### src/rtl/lrt_pkg.sv
// Shared types and constants of the linked row table with undo.
// Used by the controller, the datapath and the top level; depends on nothing.
package lrt_pkg;

    // Widths of the request and result fields.
    localparam int OP_W        = 3;
    localparam int STEP_W      = 10;
    localparam int ROW_FIELD_W = 10;
    localparam int ROW_COUNT_W = 11;
    localparam int STATUS_W    = 2;
    localparam int S_TDATA_W   = 24;
    localparam int M_TDATA_W   = 16;
    localparam int CFG_DATA_W  = 11;

    // Largest table the row fields can address.
    localparam int ROW_LIMIT = 1024;

    // Register values after reset.
    localparam int RESET_ROW_COUNT = 8;
    localparam int RESET_START_ROW = 0;

    typedef enum logic [OP_W-1:0] {
        OP_INIT   = 3'd0,
        OP_UP     = 3'd1,
        OP_DOWN   = 3'd2,
        OP_DELETE = 3'd3,
        OP_UNDO   = 3'd4,
        OP_QUERY  = 3'd5
    } op_t;

    typedef enum logic [STATUS_W-1:0] {
        ST_OK            = 2'd0,
        ST_EMPTY_HISTORY = 2'd1,
        ST_REFUSED       = 2'd2,
        ST_EDGE          = 2'd3
    } status_t;

    typedef enum logic {
        CFG_ROW_COUNT = 1'b0,
        CFG_START_ROW = 1'b1
    } cfg_reg_t;

    typedef enum logic [3:0] {
        S_INIT,
        S_SWEEP,
        S_IDLE,
        S_MOVE_RD,
        S_MOVE_STEP,
        S_DEL_RD,
        S_DEL_WR,
        S_UNDO_HIST,
        S_UNDO_LINK,
        S_UNDO_WR,
        S_QUERY_RD,
        S_QUERY_TAKE,
        S_DONE
    } state_t;

    // Where the link memories are read.
    typedef enum logic [1:0] {
        ADDR_CURSOR,
        ADDR_LINK,
        ADDR_HIST
    } addr_sel_t;

    // Commands from the controller to the datapath.
    typedef struct packed {
        logic      load_item;
        status_t   status_code;
        logic      init_start;
        logic      sweep_write;
        addr_sel_t addr_sel;
        logic      link_read;
        logic      dir_up;
        logic      move_advance;
        logic      set_edge;
        logic      del_write;
        logic      hist_read;
        logic      undo_write;
        logic      mark_read;
        logic      mark_take;
    } dp_cmd_t;

    // Status from the datapath to the controller.
    typedef struct packed {
        logic live_le1;
        logic hist_empty;
        logic steps_zero;
        logic steps_one;
        logic link_valid;
        logic sweep_last;
    } dp_stat_t;

endpackage

### src/rtl/lrt_ctrl.sv
// Sequencing state machine of the linked row table with undo.
// Depends on lrt_pkg; drives the datapath through dp_cmd_t and reads dp_stat_t.
module lrt_ctrl
    import lrt_pkg::*;
(
    input  logic            clk,
    input  logic            rst_n,
    input  logic            s_tvalid,
    output logic            s_tready,
    input  logic [OP_W-1:0] op_code,
    input  dp_stat_t        stat,
    input  logic            out_free,
    output dp_cmd_t         cmd,
    output logic            emit
);

    state_t state_reg, state_next;
    logic   from_op_reg;
    logic   dir_up_reg;
    logic   accept;
    op_t    op_in;

    assign op_in  = op_t'(op_code);
    assign accept = s_tvalid && s_tready;

    always_ff @(posedge clk or negedge rst_n)
    begin
        if (!rst_n)
        begin
            state_reg   <= S_INIT;
            from_op_reg <= 1'b0;
            dir_up_reg  <= 1'b0;
        end
        else
        begin
            state_reg <= state_next;
            if (accept)
            begin
                from_op_reg <= 1'b1;
                dir_up_reg  <= (op_in == OP_UP);
            end
        end
    end

    always_comb
    begin
        state_next = state_reg;
        case (state_reg)
            S_INIT:
                state_next = S_SWEEP;
            S_SWEEP:
                if (stat.sweep_last)
                    state_next = from_op_reg ? S_DONE : S_IDLE;
            S_IDLE:
                if (accept)
                begin
                    case (op_in)
                        OP_INIT:          state_next = S_INIT;
                        OP_UP, OP_DOWN:   state_next = S_MOVE_RD;
                        OP_DELETE:        state_next = stat.live_le1 ? S_DONE : S_DEL_RD;
                        OP_UNDO:          state_next = stat.hist_empty ? S_DONE : S_UNDO_HIST;
                        OP_QUERY:         state_next = S_QUERY_RD;
                        default:          state_next = S_DONE;
                    endcase
                end
            S_MOVE_RD:
                state_next = stat.steps_zero ? S_DONE : S_MOVE_STEP;
            S_MOVE_STEP:
                if (!stat.link_valid || stat.steps_one)
                    state_next = S_DONE;
            S_DEL_RD:     state_next = S_DEL_WR;
            S_DEL_WR:     state_next = S_DONE;
            S_UNDO_HIST:  state_next = S_UNDO_LINK;
            S_UNDO_LINK:  state_next = S_UNDO_WR;
            S_UNDO_WR:    state_next = S_DONE;
            S_QUERY_RD:   state_next = S_QUERY_TAKE;
            S_QUERY_TAKE: state_next = S_DONE;
            S_DONE:
                if (out_free)
                    state_next = S_IDLE;
            default:
                state_next = S_IDLE;
        endcase
    end

    always_comb
    begin
        cmd        = '0;
        cmd.dir_up = dir_up_reg;
        s_tready   = 1'b0;
        emit       = 1'b0;
        case (state_reg)
            S_INIT:
                cmd.init_start = 1'b1;
            S_SWEEP:
                cmd.sweep_write = 1'b1;
            S_IDLE:
            begin
                s_tready      = 1'b1;
                cmd.load_item = accept;
                if (op_in == OP_DELETE && stat.live_le1)
                    cmd.status_code = ST_REFUSED;
                else if (op_in == OP_UNDO && stat.hist_empty)
                    cmd.status_code = ST_EMPTY_HISTORY;
                else
                    cmd.status_code = ST_OK;
            end
            S_MOVE_RD:
            begin
                cmd.addr_sel  = ADDR_CURSOR;
                cmd.link_read = 1'b1;
            end
            S_MOVE_STEP:
            begin
                cmd.addr_sel = ADDR_LINK;
                if (stat.link_valid)
                begin
                    cmd.move_advance = 1'b1;
                    cmd.link_read    = 1'b1;
                end
                else
                    cmd.set_edge = 1'b1;
            end
            S_DEL_RD:
            begin
                cmd.addr_sel  = ADDR_CURSOR;
                cmd.link_read = 1'b1;
            end
            S_DEL_WR:
                cmd.del_write = 1'b1;
            S_UNDO_HIST:
                cmd.hist_read = 1'b1;
            S_UNDO_LINK:
            begin
                cmd.addr_sel  = ADDR_HIST;
                cmd.link_read = 1'b1;
            end
            S_UNDO_WR:
                cmd.undo_write = 1'b1;
            S_QUERY_RD:
                cmd.mark_read = 1'b1;
            S_QUERY_TAKE:
                cmd.mark_take = 1'b1;
            S_DONE:
                emit = out_free;
            default:
                emit = 1'b0;
        endcase
    end

endmodule

### config.mk
export PLATFORM = sky130hd
export DESIGN_NAME = lrt_ctrl
export DESIGN_NICKNAME = d
export VERILOG_FILES = /design/src/rtl/lrt_pkg.sv /design/src/rtl/lrt_ctrl.sv
export SDC_FILE = /design/constraint.sdc
export NUM_CORES = 1
export LEC_CHECK = 0
export BUFFER_PORTS_ARGS = -buffer_cell sky130_fd_sc_hd__buf_2
export CORE_MARGIN = 8
export CORE_UTILIZATION = 41
export DETAILED_ROUTE_END_ITERATION = 6
export PLACE_DENSITY_LB_ADDON = 0.15
export SLEW_MARGIN = 15
export SYNTH_ARGS = -nofsm -noshare
export SYNTH_HDL_FRONTEND = slang
export SYNTH_SLANG_ARGS = --single-unit
### constraint.sdc
create_clock -name clk -period 1.5 [get_ports clk]
set_clock_uncertainty 0.2 [all_clocks]
set_input_delay 0.075 -clock clk [delete_from_list [all_inputs] [get_ports clk]]
set_output_delay 0.075 -clock clk [all_outputs]
set_load 0.05 [all_outputs]
==> summary.txt, run 1 <==
Area leader, netlist -> dfrtp_1
WEP type -> top-level output
DP Wirelength -> 1760 um
Cts bufs inserted -> 3
Avg Cell Area, Syn -> 6.96 um^2
Register bit total from synthesis -> 6
CTS H-tree lvls -> 1
Placement Cell Area -> 0.00103 mm^2
Ranking of synthesized cells by area -> dfrtp_1, nor2_1, nand2_1
Stop err -> [ERROR DPL-0033] detailed placement checks failed during check placement.
Gpl congestion -> 0.895
Ys Warns -> 0
CTS max path bufs -> 2
Post-synth top flop -> dfrtp_1
CTS root buf -> clkbuf_4
Register area share after synthesis -> 22.0%
Synth async-reset ratio -> 100%
Synth cell types -> 35
Largest net degree at the start of global routing -> 13
# IOs -> 31
DIE HEIGHT -> 56.8 um
Syn_nets -> 111
GR repair worst EP -> cmd[14]
Exit stage -> 5_1_grt
Post-Place Cells -> 149
Clk sinks -> 6
Synthesized netlist cell count -> 98
Post-synth EDFFs -> 0
Yosys top cell area share -> 22.0%
Post-Syn Area -> 682 um^2
Initial antenna violation count -> 0
Die span in x -> 56.8 um
Row cnt -> 14
Run status -> did not finish
Starting Density -> 44.2%
IO Port Bufs -> 30
synthesized netlist by cell type, drive strengths merged, types with 2 or more instances:
cell type,instances
nand2b,6
nor3b,2
nand2,10
nor4b,3
and3,2
dfrtp,6
o21ai,9
o22ai,2
a21oi,3
a31oi,2
inv,6
buf,7
nor3,6
nor2b,2
clkbuf,2
nor2,15
repair_timing:
action	4_1_cts
setup endpoints to repair	23
buffers inserted	3
pin swaps	9
endpoints found under the hold margin	9
hold buffers	9
gates resized for setup	56
logic make-up after synthesis:
| family | after synthesis | share of synthesized area, % |
|---|---|---|
| compound gates | 25 | 25.1 |
| buf+inv | 15 | 11.0 |
| flops | 6 | 22.0 |
| simple gates | 52 | 41.8 |
through the flow:
stage	util (%)	setup WS (ns)	hold WS, ns
after floorplan	-	-0.424	-0.421
after global placement	67.0	-0.133	-0.298
after detailed placement	67.0	-0.203	-0.294
after CTS	87.3	-0.240	0.0897
==> run 2: changes to the inputs <==
--- a/config.mk
+++ b/config.mk
@@ -6,9 +6,9 @@
 export NUM_CORES = 1
 export LEC_CHECK = 0
 export BUFFER_PORTS_ARGS = -buffer_cell sky130_fd_sc_hd__buf_2
-export CORE_MARGIN = 8
-export CORE_UTILIZATION = 41
+export CORE_AREA = 8 8 69 71
 export DETAILED_ROUTE_END_ITERATION = 6
+export DIE_AREA = 0 0 77 79
 export PLACE_DENSITY_LB_ADDON = 0.15
 export SLEW_MARGIN = 15
 export SYNTH_ARGS = -nofsm -noshare
==> constraint.sdc (replaced) <==
create_clock -name clk -period 2 [get_ports clk]
set_clock_uncertainty 0.2 [all_clocks]
set_input_delay 0.1 -clock clk [delete_from_list [all_inputs] [get_ports clk]]
set_output_delay 0.1 -clock clk [all_outputs]
set_load 0.05 [all_outputs]
==> run 2 against run 1 <==
Compared with the run above:
- the flow now finishes, with violations (negative hold slack)
- synthesized cell count is the same
- synthesized area unchanged
==> summary.txt, run 2 <==
Synth cell types -> 35 (unchanged)
Relative slew slack -> 74.2%
WL met1 -> 1100 um
Vias -> 798
Die span in x -> 77 um (+36%)
Worst slew pin tran -> 0.383 ns
Clk Latency, worst-skew pair -> 0.22 ns
Switching power -> 865 uW
Fillers -> 448
Crit share post-route -> 95.6%
Post-layout nets -> 143
Most frequent cell after synthesis -> nor2_1
Post-Route WL -> 2330 um
Largest net degree at the start of global routing -> 13
Max Slew Vio Count -> 0
Ranking of synthesized cells by area -> dfrtp_1, nor2_1, nand2_1
IO Port Bufs -> 30 (unchanged)
Max Clk Rate -> 523 MHz
Worst Path Max Fanout -> 12
Top Layer Used -> met4
CP startpoint kind -> register
Final Hold Slack -> -0.0241 ns
DP Wirelength -> 1960 um (+11%)
Register area share after synthesis -> 22.0% (unchanged)
Maxcap violations -> 0
Area growth, synth to finish -> 40.2%
Fin. Hold Viols -> 2
Met2 Routed Length -> 1070 um
Global-route wire length before repair -> 3920 um
Crit path cell chain -> nor4b_4, and3_2, clkbuf_4
Post-route worst setup slack -> 0.0878 ns
Die area -> 0.00608 mm^2
Most common cell after layout, fill and taps aside -> buf_2
Avg Cell Area, Syn -> 6.96 um^2 (unchanged)
Sequential power share -> 20.1%
Initial DRC count -> 23
Register bit total from synthesis -> 6 (unchanged)
Post-synth top flop -> dfrtp_1
Post-Syn Area -> 682 um^2 (unchanged)
DIE HEIGHT -> 79 um (+39%)
PD cells -> 1570 mW/mm^2
Clk pin slew, worst setup/hold paths -> 0.04 ns
CP endpoint kind -> output pin
Critical path's slowest cell -> dfrtp_2
Total grt overflow -> 0
P_leak -> 0.000448 uW
Worst vdd ir -> 0.000274 V
# IOs -> 31 (unchanged)
Syn_nets -> 111 (unchanged)
Row cnt -> 23 (+9)
Net Sw Frac -> 57.7%
Run status -> finished, violations left
Top cells by count, synth -> nor2_1, nand2_1, o21ai_0
CTS max path bufs -> 2 (unchanged)
Hold path depth -> 3
Share of cells above drive strength 1 -> 34.4%
Core area -> 0.00380 mm^2
Max incr delay on CP -> 0.48 ns
Yosys top cell area share -> 22.0% (unchanged)
Failing checks -> negative hold slack
Synth async-reset ratio -> 100% (unchanged)
Vias in the first global route -> 812
DP Worst Slack -> 0.245 ns (+0.448 ns)
WS Path Type -> register to output pin
Wire per inst -> 13.1 um
Pre-antenna DRT Iters -> 4
Setup_tns -> 0 ns
Int Pwr -> 634 uW
RSZ-0062 raised after global routing -> no
Most frequent cells in the layout -> buf_2, nor2_1, nand2_1
DRC -> 0
Post-CTS Setup Bufs -> 0 (-3)
Required @ worst endpoint -> 1.70 ns
Area leader, netlist -> dfrtp_1
Wire length on met3 -> 141 um
Max reg flops -> 4
HP Class -> input pin to register
Gate power share -> 68.0%
Arrival @ worst endpoint -> 1.61 ns
Final setup vio count -> 0
Antenna cells -> 0
Tot GR Track Use -> 7.65%
Synthesized netlist cell count -> 98 (unchanged)
Fin crit period -> 1.91 ns
Ys Warns -> 0 (unchanged)
Cts bufs inserted -> 3 (unchanged)
Starting Density -> 18.0% (-26 points)
Total power -> 1500 uW
Initial antenna violation count -> 0
CTS root buf -> clkbuf_8
Clk sinks -> 6 (unchanged)
Gpl congestion -> 0.788 (-12%)
Reg2Reg Depth -> 4
Clock power frac -> 12.0%
Post-synth EDFFs -> 0 (unchanged)
CTS H-tree lvls -> 1 (unchanged)
Vias per cell -> 4.48
CTS tree -> yes
DRT antenna net count -> 0
==> run 2: cell counts after synthesis <==
Identical to the previous run, type by type.
==> run 2: metal layers <==
| metal | up-vias | GRT usage [%] |
|---|---|---|
| met5 | - | 0 |
| met4 | 0 | 2.26 |
| met3 | 2 | 2.14 |
| met2 | 27 | 12.7 |
| met1 | 363 | 9.41 |
| li1 | 406 | - |
==> run 2: cell type report <==
type	count	area (um^2)	area share, %
multi-input cells	77	464	48.6
repair buffers	36	213	22.3
flip-flops and latches	6	153	16.0
well taps	50	62.6	6.54
clock buffers	3	41.3	4.32
inverters	6	22.5	2.36
==> run 2: stage by stage <==
step	hold slack, ns	instances	instance area, um^2	utilization [%]
3_5_place_dp	-0.267	171	862	22.7
3_3_place_gp	-0.265	171	862	22.7
4_1_cts	0.00695	178	943	24.8
6_report	-0.0241	178	956	25.2
2_1_floorplan	-0.396	98	687	-
5_1_grt	0.000613	178	956	25.2
==> run 2: worst max-delay path, delay by kind of cell, from the launching register on <==
family,cells,cell delay (ns)
and+or+nand+nor,2,0.68
buffers and inverters,1,0.22
DFF,1,0.48
==> run 2: path summary, 6_finish.rpt <==
path                                    from  slack [ns]           end
worst min register to register    dir_up_reg        0.27    dir_up_reg
max in group asynchronous              rst_n        1.40  state_reg[2]
worst min-delay path                s_tvalid       -0.02   from_op_reg
worst max register to register  state_reg[0]        0.27  state_reg[3]
min in group asynchronous              rst_n        0.04    dir_up_reg
worst max-delay path            state_reg[0]        0.09       cmd[13]
==> run 2: cell families (layout without fill, tap and decap cells) <==
kind of cell,count (synthesis),in the layout,synth area share (%)
AND/OR/NAND/NOR,52,52,41.8
AO/OA/AOI/OAI,25,25,25.1
buffers and inverters,15,45,11.0
flip-flops,6,6,22.0
==> run 2: power by group through the flow <==
stage / Sequential [uW] / Combinational, uW / Clock, uW
after floorplan: 240 / 873 / 0
after global placement: 297 / 1030 / 0
after detailed placement: 299 / 1020 / 0
after CTS: 297 / 1030 / 184
after global routing: 314 / 1110 / 192
final: 301 / 1020 / 179
==> run 2: timing repair <==
| item | CTS | global route |
|---|---|---|
| resized for setup | 0 | 6 |
| hold endpoints to repair | 9 | 0 |
| hold buffers | 4 | 0 |
| endpoints found under the setup margin | 0 | 4 |
No activity file was read; power rests on OpenSTA's default activity.
==> run 3: changes to the inputs <==
--- a/config.mk
+++ b/config.mk
@@ -5,10 +5,11 @@
 export SDC_FILE = /design/constraint.sdc
 export NUM_CORES = 1
 export LEC_CHECK = 0
-export BUFFER_PORTS_ARGS = -buffer_cell sky130_fd_sc_hd__buf_2
+export BUFFER_PORTS_ARGS = -buffer_cell sky130_fd_sc_hd__buf_4
 export CORE_AREA = 8 8 69 71
 export DETAILED_ROUTE_END_ITERATION = 6
 export DIE_AREA = 0 0 77 79
+export GPL_ROUTABILITY_DRIVEN = 0
 export PLACE_DENSITY_LB_ADDON = 0.15
 export SLEW_MARGIN = 15
 export SYNTH_ARGS = -nofsm -noshare
==> run 3 against run 2 <==
Compared with the run above:
- wire length rose by 4.9%
- the flow now finishes without violations
- via count is 1.0% higher
- largest power group unchanged
- maximum frequency is 1.6% higher
- critical path depth increased by 1
==> summary.txt, run 3 (same netlist as run 2, synthesis figures left out) <==
DRT antenna net count -> 0 (unchanged)
Share of cells above drive strength 1 -> 32.6% (-1.8 points)
R2R Path End -> state_reg[3]
Largest net degree at the start of global routing -> 15 (+2)
Total grt overflow -> 0 (unchanged)
Required @ worst endpoint -> 1.70 ns (about the same)
PD cells -> 1530 mW/mm^2 (-2.2%)
Reg2Reg Setup Slack -> 0.22 ns (-0.05 ns)
Register Area -> 150 um^2 (-1.6%)
IO Port Bufs -> 30 (unchanged)
Antenna cells -> 0 (unchanged)
Initial antenna violation count -> 0 (unchanged)
Max Clk Rate -> 531 MHz (+1.6%)
Final setup vio count -> 0 (unchanged)
CP startpoint kind -> register
Most common cell after layout, fill and taps aside -> buf_4
Cts bufs inserted -> 3 (unchanged)
Maxcap violations -> 0 (unchanged)
RSZ-0062 raised after global routing -> no
Arrival @ worst endpoint -> 1.58 ns (-0.03 ns)
Critical path's slowest cell -> dfrtp_1
Clk sinks -> 6 (unchanged)
DRC -> 0 (unchanged)
Row cnt -> 23 (unchanged)
# IOs -> 31 (unchanged)
DIE HEIGHT -> 79 um (unchanged)
Most frequent cells in the layout -> buf_4, nor2_1, nand2_1
Final Hold Slack -> 0.00585 ns (+0.0300 ns)
Vias in the first global route -> 817 (+0.62%)
Worst Setup EP -> cmd[15]
CTS root buf -> clkbuf_8
CTS tree -> yes
Fin crit period -> 1.88 ns (-0.0292 ns)
CTS max path bufs -> 2 (unchanged)
Starting Density -> 18.0% (unchanged)
Util after Layout -> 27.7% (+2.6 points)
WS Path Type -> register to output pin
Reg2Reg Depth -> 4 (unchanged)
Clk pin slew, worst setup/hold paths -> 0.04 ns (about the same)
CP endpoint kind -> output pin
Multi-input logic area -> 462 um^2 (-0.54%)
CP Buf/Inv Count -> 2 (+1)
Initial DRC count -> 33 (+43%)
Fin. Hold Viols -> 0 (-2)
P_leak -> 0.000481 uW (+7.3%)
DP Wirelength -> 1940 um (-0.96%)
Max Slew Vio Count -> 0 (unchanged)
Die span in x -> 77 um (unchanged)
Worst Path Max Fanout -> 6 (-6)
Vias per cell -> 4.43 (-1.2%)
Max reg flops -> 4 (unchanged)
Tot GR Track Use -> 7.51% (-0.14 points)
Relative slew slack -> 75.4% (+1.2 points)
R2R Path Start -> state_reg[3]
Worst vdd ir -> 0.000295 V (+7.4%)
CP top delay family -> simple AND/OR/NAND/NOR gates
CTS H-tree lvls -> 1 (unchanged)
Area growth, synth to finish -> 54.5%
Die area -> 0.00608 mm^2 (unchanged)
Post-layout nets -> 147 (+2.8%)
Vias -> 806 (+1.0%)
Run status -> finished clean
Global-route wire length before repair -> 3880 um (-0.89%)
Core area -> 0.00380 mm^2 (unchanged)
Worst slew pin tran -> 0.368 ns (-0.0154 ns)
Fillers -> 437 (-2.5%)
Crit share post-route -> 94.1% (-1.5 points)
Post-Route WL -> 2440 um (+4.9%)
Wire per inst -> 13.4 um (+2.6%)
Worst path depth -> 4 (+1)
Total power -> 1620 uW (+7.8%)
Setup crit start -> state_reg[3]
Max incr delay on CP -> 0.44 ns (-0.04 ns)
Clk Latency, worst-skew pair -> 0.22 ns (about the same)
HP Class -> input pin to register
Hold path depth -> 3 (unchanged)
Pre-antenna DRT Iters -> 4 (unchanged)
Crit path cell chain -> nor4b_4, nand2_1, inv_1, buf_4
==> run 3: where the power goes <==
part	internal, uW	total (uW)	switching, uW
registers	184	256	71.5
logic	401	1180	777
clock network	129	182	52.7
==> run 3: through the flow <==
stage                     cells  cell area, um^2  TNS, ns  setup slack [ns]
after floorplan              98              687   -0.712            -0.220
after global placement      173              952        0             0.343
after detailed placement    173              952        0             0.248
after CTS                   182             1050        0             0.103
after global routing        182             1050        0            0.0224
final                       182             1050        0             0.117
==> run 3: layout make-up <==
cell class | instances | share of cell area, %
Clock buffer | 3 | 3.92
Inverter | 6 | 2.14
Tap cell | 50 | 5.94
Sequential cell | 6 | 14.3
Multi-Input combinational cell | 77 | 43.8
Timing Repair Buffer | 40 | 29.9
==> run 3: what timing repair did <==
item                      in CTS  in global routing
setup buffers                  0                  0
resized for setup              0                  0
hold endpoints to repair       9                  0
hold buffers                   6                  0
==> run 3: worst min-delay path by stage <==
stage | start | endpoint
6_report | s_tvalid | from_op_reg
5_1_grt | s_tvalid | from_op_reg
3_3_place_gp | rst_n | dir_up_reg
3_5_place_dp | rst_n | dir_up_reg
2_1_floorplan | rst_n | dir_up_reg
4_1_cts | s_tvalid | from_op_reg
==> run 3: per-layer routing <==
metal / wire (um) / up-vias / global-route usage (%) / share of wire, %
li1: - / 411 / - / -
met1: 1160 / 365 / 9.61 / 48
met2: 1070 / 28 / 12.1 / 44
met3: 191 / 2 / 1.69 / 7.8
met4: 22 / 0 / 2.83 / 0.90
met5: 0 / - / 0 / 0
==> run 3: worst register-to-register path, cell delays in order, from the launching register on <==
cell and delay [ns]:
dfrtp_1 0.44, nor4b_4 0.44, nor4b_1 0.36, a31oi_1 0.10, o32ai_1 0.13
==> run 4: changes to the inputs <==
--- a/config.mk
+++ b/config.mk
@@ -7,6 +7,7 @@
 export LEC_CHECK = 0
 export BUFFER_PORTS_ARGS = -buffer_cell sky130_fd_sc_hd__buf_4
 export CORE_AREA = 8 8 69 71
+export CTS_BUF_LIST = sky130_fd_sc_hd__clkbuf_16
 export DETAILED_ROUTE_END_ITERATION = 6
 export DIE_AREA = 0 0 77 79
 export GPL_ROUTABILITY_DRIVEN = 0
==> run 4 against run 3 <==
Compared with the run above:
- combinational power is essentially flat
- die area is the same
- core utilization grew 1.2 points
- clock-buffer cell count is the same
- critical path depth is the same
- maximum frequency shrank 1.1%
- setup slack lost 0.022 ns
- largest cell class unchanged
- highest routed layer unchanged
==> summary.txt, run 4 (same netlist as run 2, synthesis figures left out) <==
Clk sinks -> 6 (unchanged)
Initial antenna violation count -> 0 (unchanged)
CTS max path bufs -> 2 (unchanged)
Arrival @ worst endpoint -> 1.60 ns (+0.02 ns)
Reg2Reg Setup Slack -> 0.20 ns (-0.02 ns)
Worst slew pin tran -> 0.376 ns (+0.00824 ns)
Placement Cell Area -> 952 um^2 (unchanged)
Core area -> 0.00380 mm^2 (unchanged)
Fin area -> 0.00110 mm^2 (+4.2%)
Vias in the first global route -> 816 (-0.12%)
Post-route worst setup slack -> 0.0953 ns (-0.0218 ns)
WS Path Type -> register to output pin
IO Port Bufs -> 30 (unchanged)
Die span in x -> 77 um (unchanged)
Vias -> 821 (+1.9%)
Post-CTS Setup Bufs -> 0 (unchanged)
DP Wirelength -> 1940 um (unchanged)
Worst Path Max Fanout -> 6 (unchanged)
Max reg flops -> 4 (unchanged)
Area growth, synth to finish -> 60.9%
Max Clk Rate -> 525 MHz (-1.1%)
Final setup vio count -> 0 (unchanged)
Fin. Hold Viols -> 0 (unchanged)
Starting Density -> 18.0% (unchanged)
Die area -> 0.00608 mm^2 (unchanged)
Global-route wire length before repair -> 3910 um (+0.54%)
Most frequent cells in the layout -> buf_4, nor2_1, nand2_1
Pre-antenna DRT Iters -> 4 (unchanged)
Clk pin slew, worst setup/hold paths -> 0.04 ns (about the same)
DRC -> 0 (unchanged)
Fin crit period -> 1.90 ns (+0.0218 ns)
Post-layout nets -> 148 (+0.68%)
Relative slew slack -> 74.8% (-0.55 points)
CTS H-tree lvls -> 1 (unchanged)
Run status -> finished clean
Total power -> 1760 uW (+9.0%)
DIE HEIGHT -> 79 um (unchanged)
CP startpoint kind -> register
Maxcap violations -> 0 (unchanged)
Tot GR Track Use -> 7.75% (+0.24 points)
CTS root buf -> clkbuf_16
CTS tree -> yes
Clk Latency, worst-skew pair -> 0.23 ns (about the same)
P_leak -> 0.000500 uW (+4.1%)
Final Hold Slack -> 0.0251 ns (+0.0192 ns)
Largest net degree at the start of global routing -> 15 (unchanged)
Post-Route WL -> 2460 um (+0.74%)
# IOs -> 31 (unchanged)
Share of cells above drive strength 1 -> 32.3% (-0.24 points)
Most common cell after layout, fill and taps aside -> buf_4
Wire per inst -> 13.4 um (+0.19%)
HP Class -> input pin to asynchronous set/reset pin
Crit share post-route -> 95.2% (+1.1 points)
Initial DRC count -> 35 (+6.1%)
Worst vdd ir -> 0.000338 V (+15%)
DP Worst Slack -> 0.248 ns (unchanged)
Row cnt -> 23 (unchanged)
Total grt overflow -> 0 (unchanged)
Max Slew Vio Count -> 0 (unchanged)
PD cells -> 1600 mW/mm^2 (+4.6%)
CP endpoint kind -> output pin
Antenna cells -> 0 (unchanged)
Cts bufs inserted -> 3 (unchanged)
DRT antenna net count -> 0 (unchanged)
Required @ worst endpoint -> 1.70 ns (about the same)
RSZ-0062 raised after global routing -> no
Vias per cell -> 4.49 (+1.3%)
-- run 4: final cells by class --
type / instances / area (um^2)
fill: 434 / 2700
timing repair buffer: 41 / 325
tap: 50 / 62.6
sequential: 6 / 150
multi-input combinational: 77 / 462
inverter: 6 / 22.5
clock buffer: 3 / 75.1
-- run 4: stage by stage --
step,util (%),instances,TNS [ns]
floorplan,-,98,-0.712
finish,28.9,183,0
detailed placement,25.1,173,0
global route,28.9,183,0
CTS,28.9,183,0
global placement,25.1,173,0
-- run 4: where the power goes --
| group | leakage [uW] | switching, uW | internal (uW) |
|---|---|---|---|
| registers | 0.0000728 | 73.4 | 184 |
| logic | 0.000390 | 770 | 402 |
| clock network | 0.0000370 | 73.2 | 257 |
| total | 0.000500 | 917 | 843 |
-- run 4: worst paths after layout --
| path | startpoint | to | cells past startpoint |
|---|---|---|---|
| max reg2reg | state_reg[3] | state_reg[3] | 4 |
| max in group asynchronous | rst_n | state_reg[2] | 2 |
| min | rst_n | state_reg[0] | 2 |
| min reg2reg | dir_up_reg | dir_up_reg | 2 |
| min in group clk | stat[2] | state_reg[2] | 4 |
| max | state_reg[3] | cmd[15] | 4 |
-- run 4: routing by layer --
| metal | global-route usage (%) | share of wire (%) | wire [um] |
|---|---|---|---|
| met3 | 2.37 | 7.2 | 176 |
| met2 | 11.8 | 42 | 1030 |
| met1 | 9.67 | 49 | 1200 |
| met5 | 0 | 0 | 0 |
| met4 | 3.96 | 2.0 | 49 |
-- run 4: what timing repair did --
item	4_1_cts	5_1_grt
gates resized for setup	0	0
hold buffers	7	0
endpoints found under the hold margin	10	0
-- run 4: worst max-delay path, stage by stage (launching register included) --
cell	delay [ns]
dfrtp_1	0.45
nor4b_4	0.45
nand2_1	0.20
inv_1	0.09
buf_4	0.19
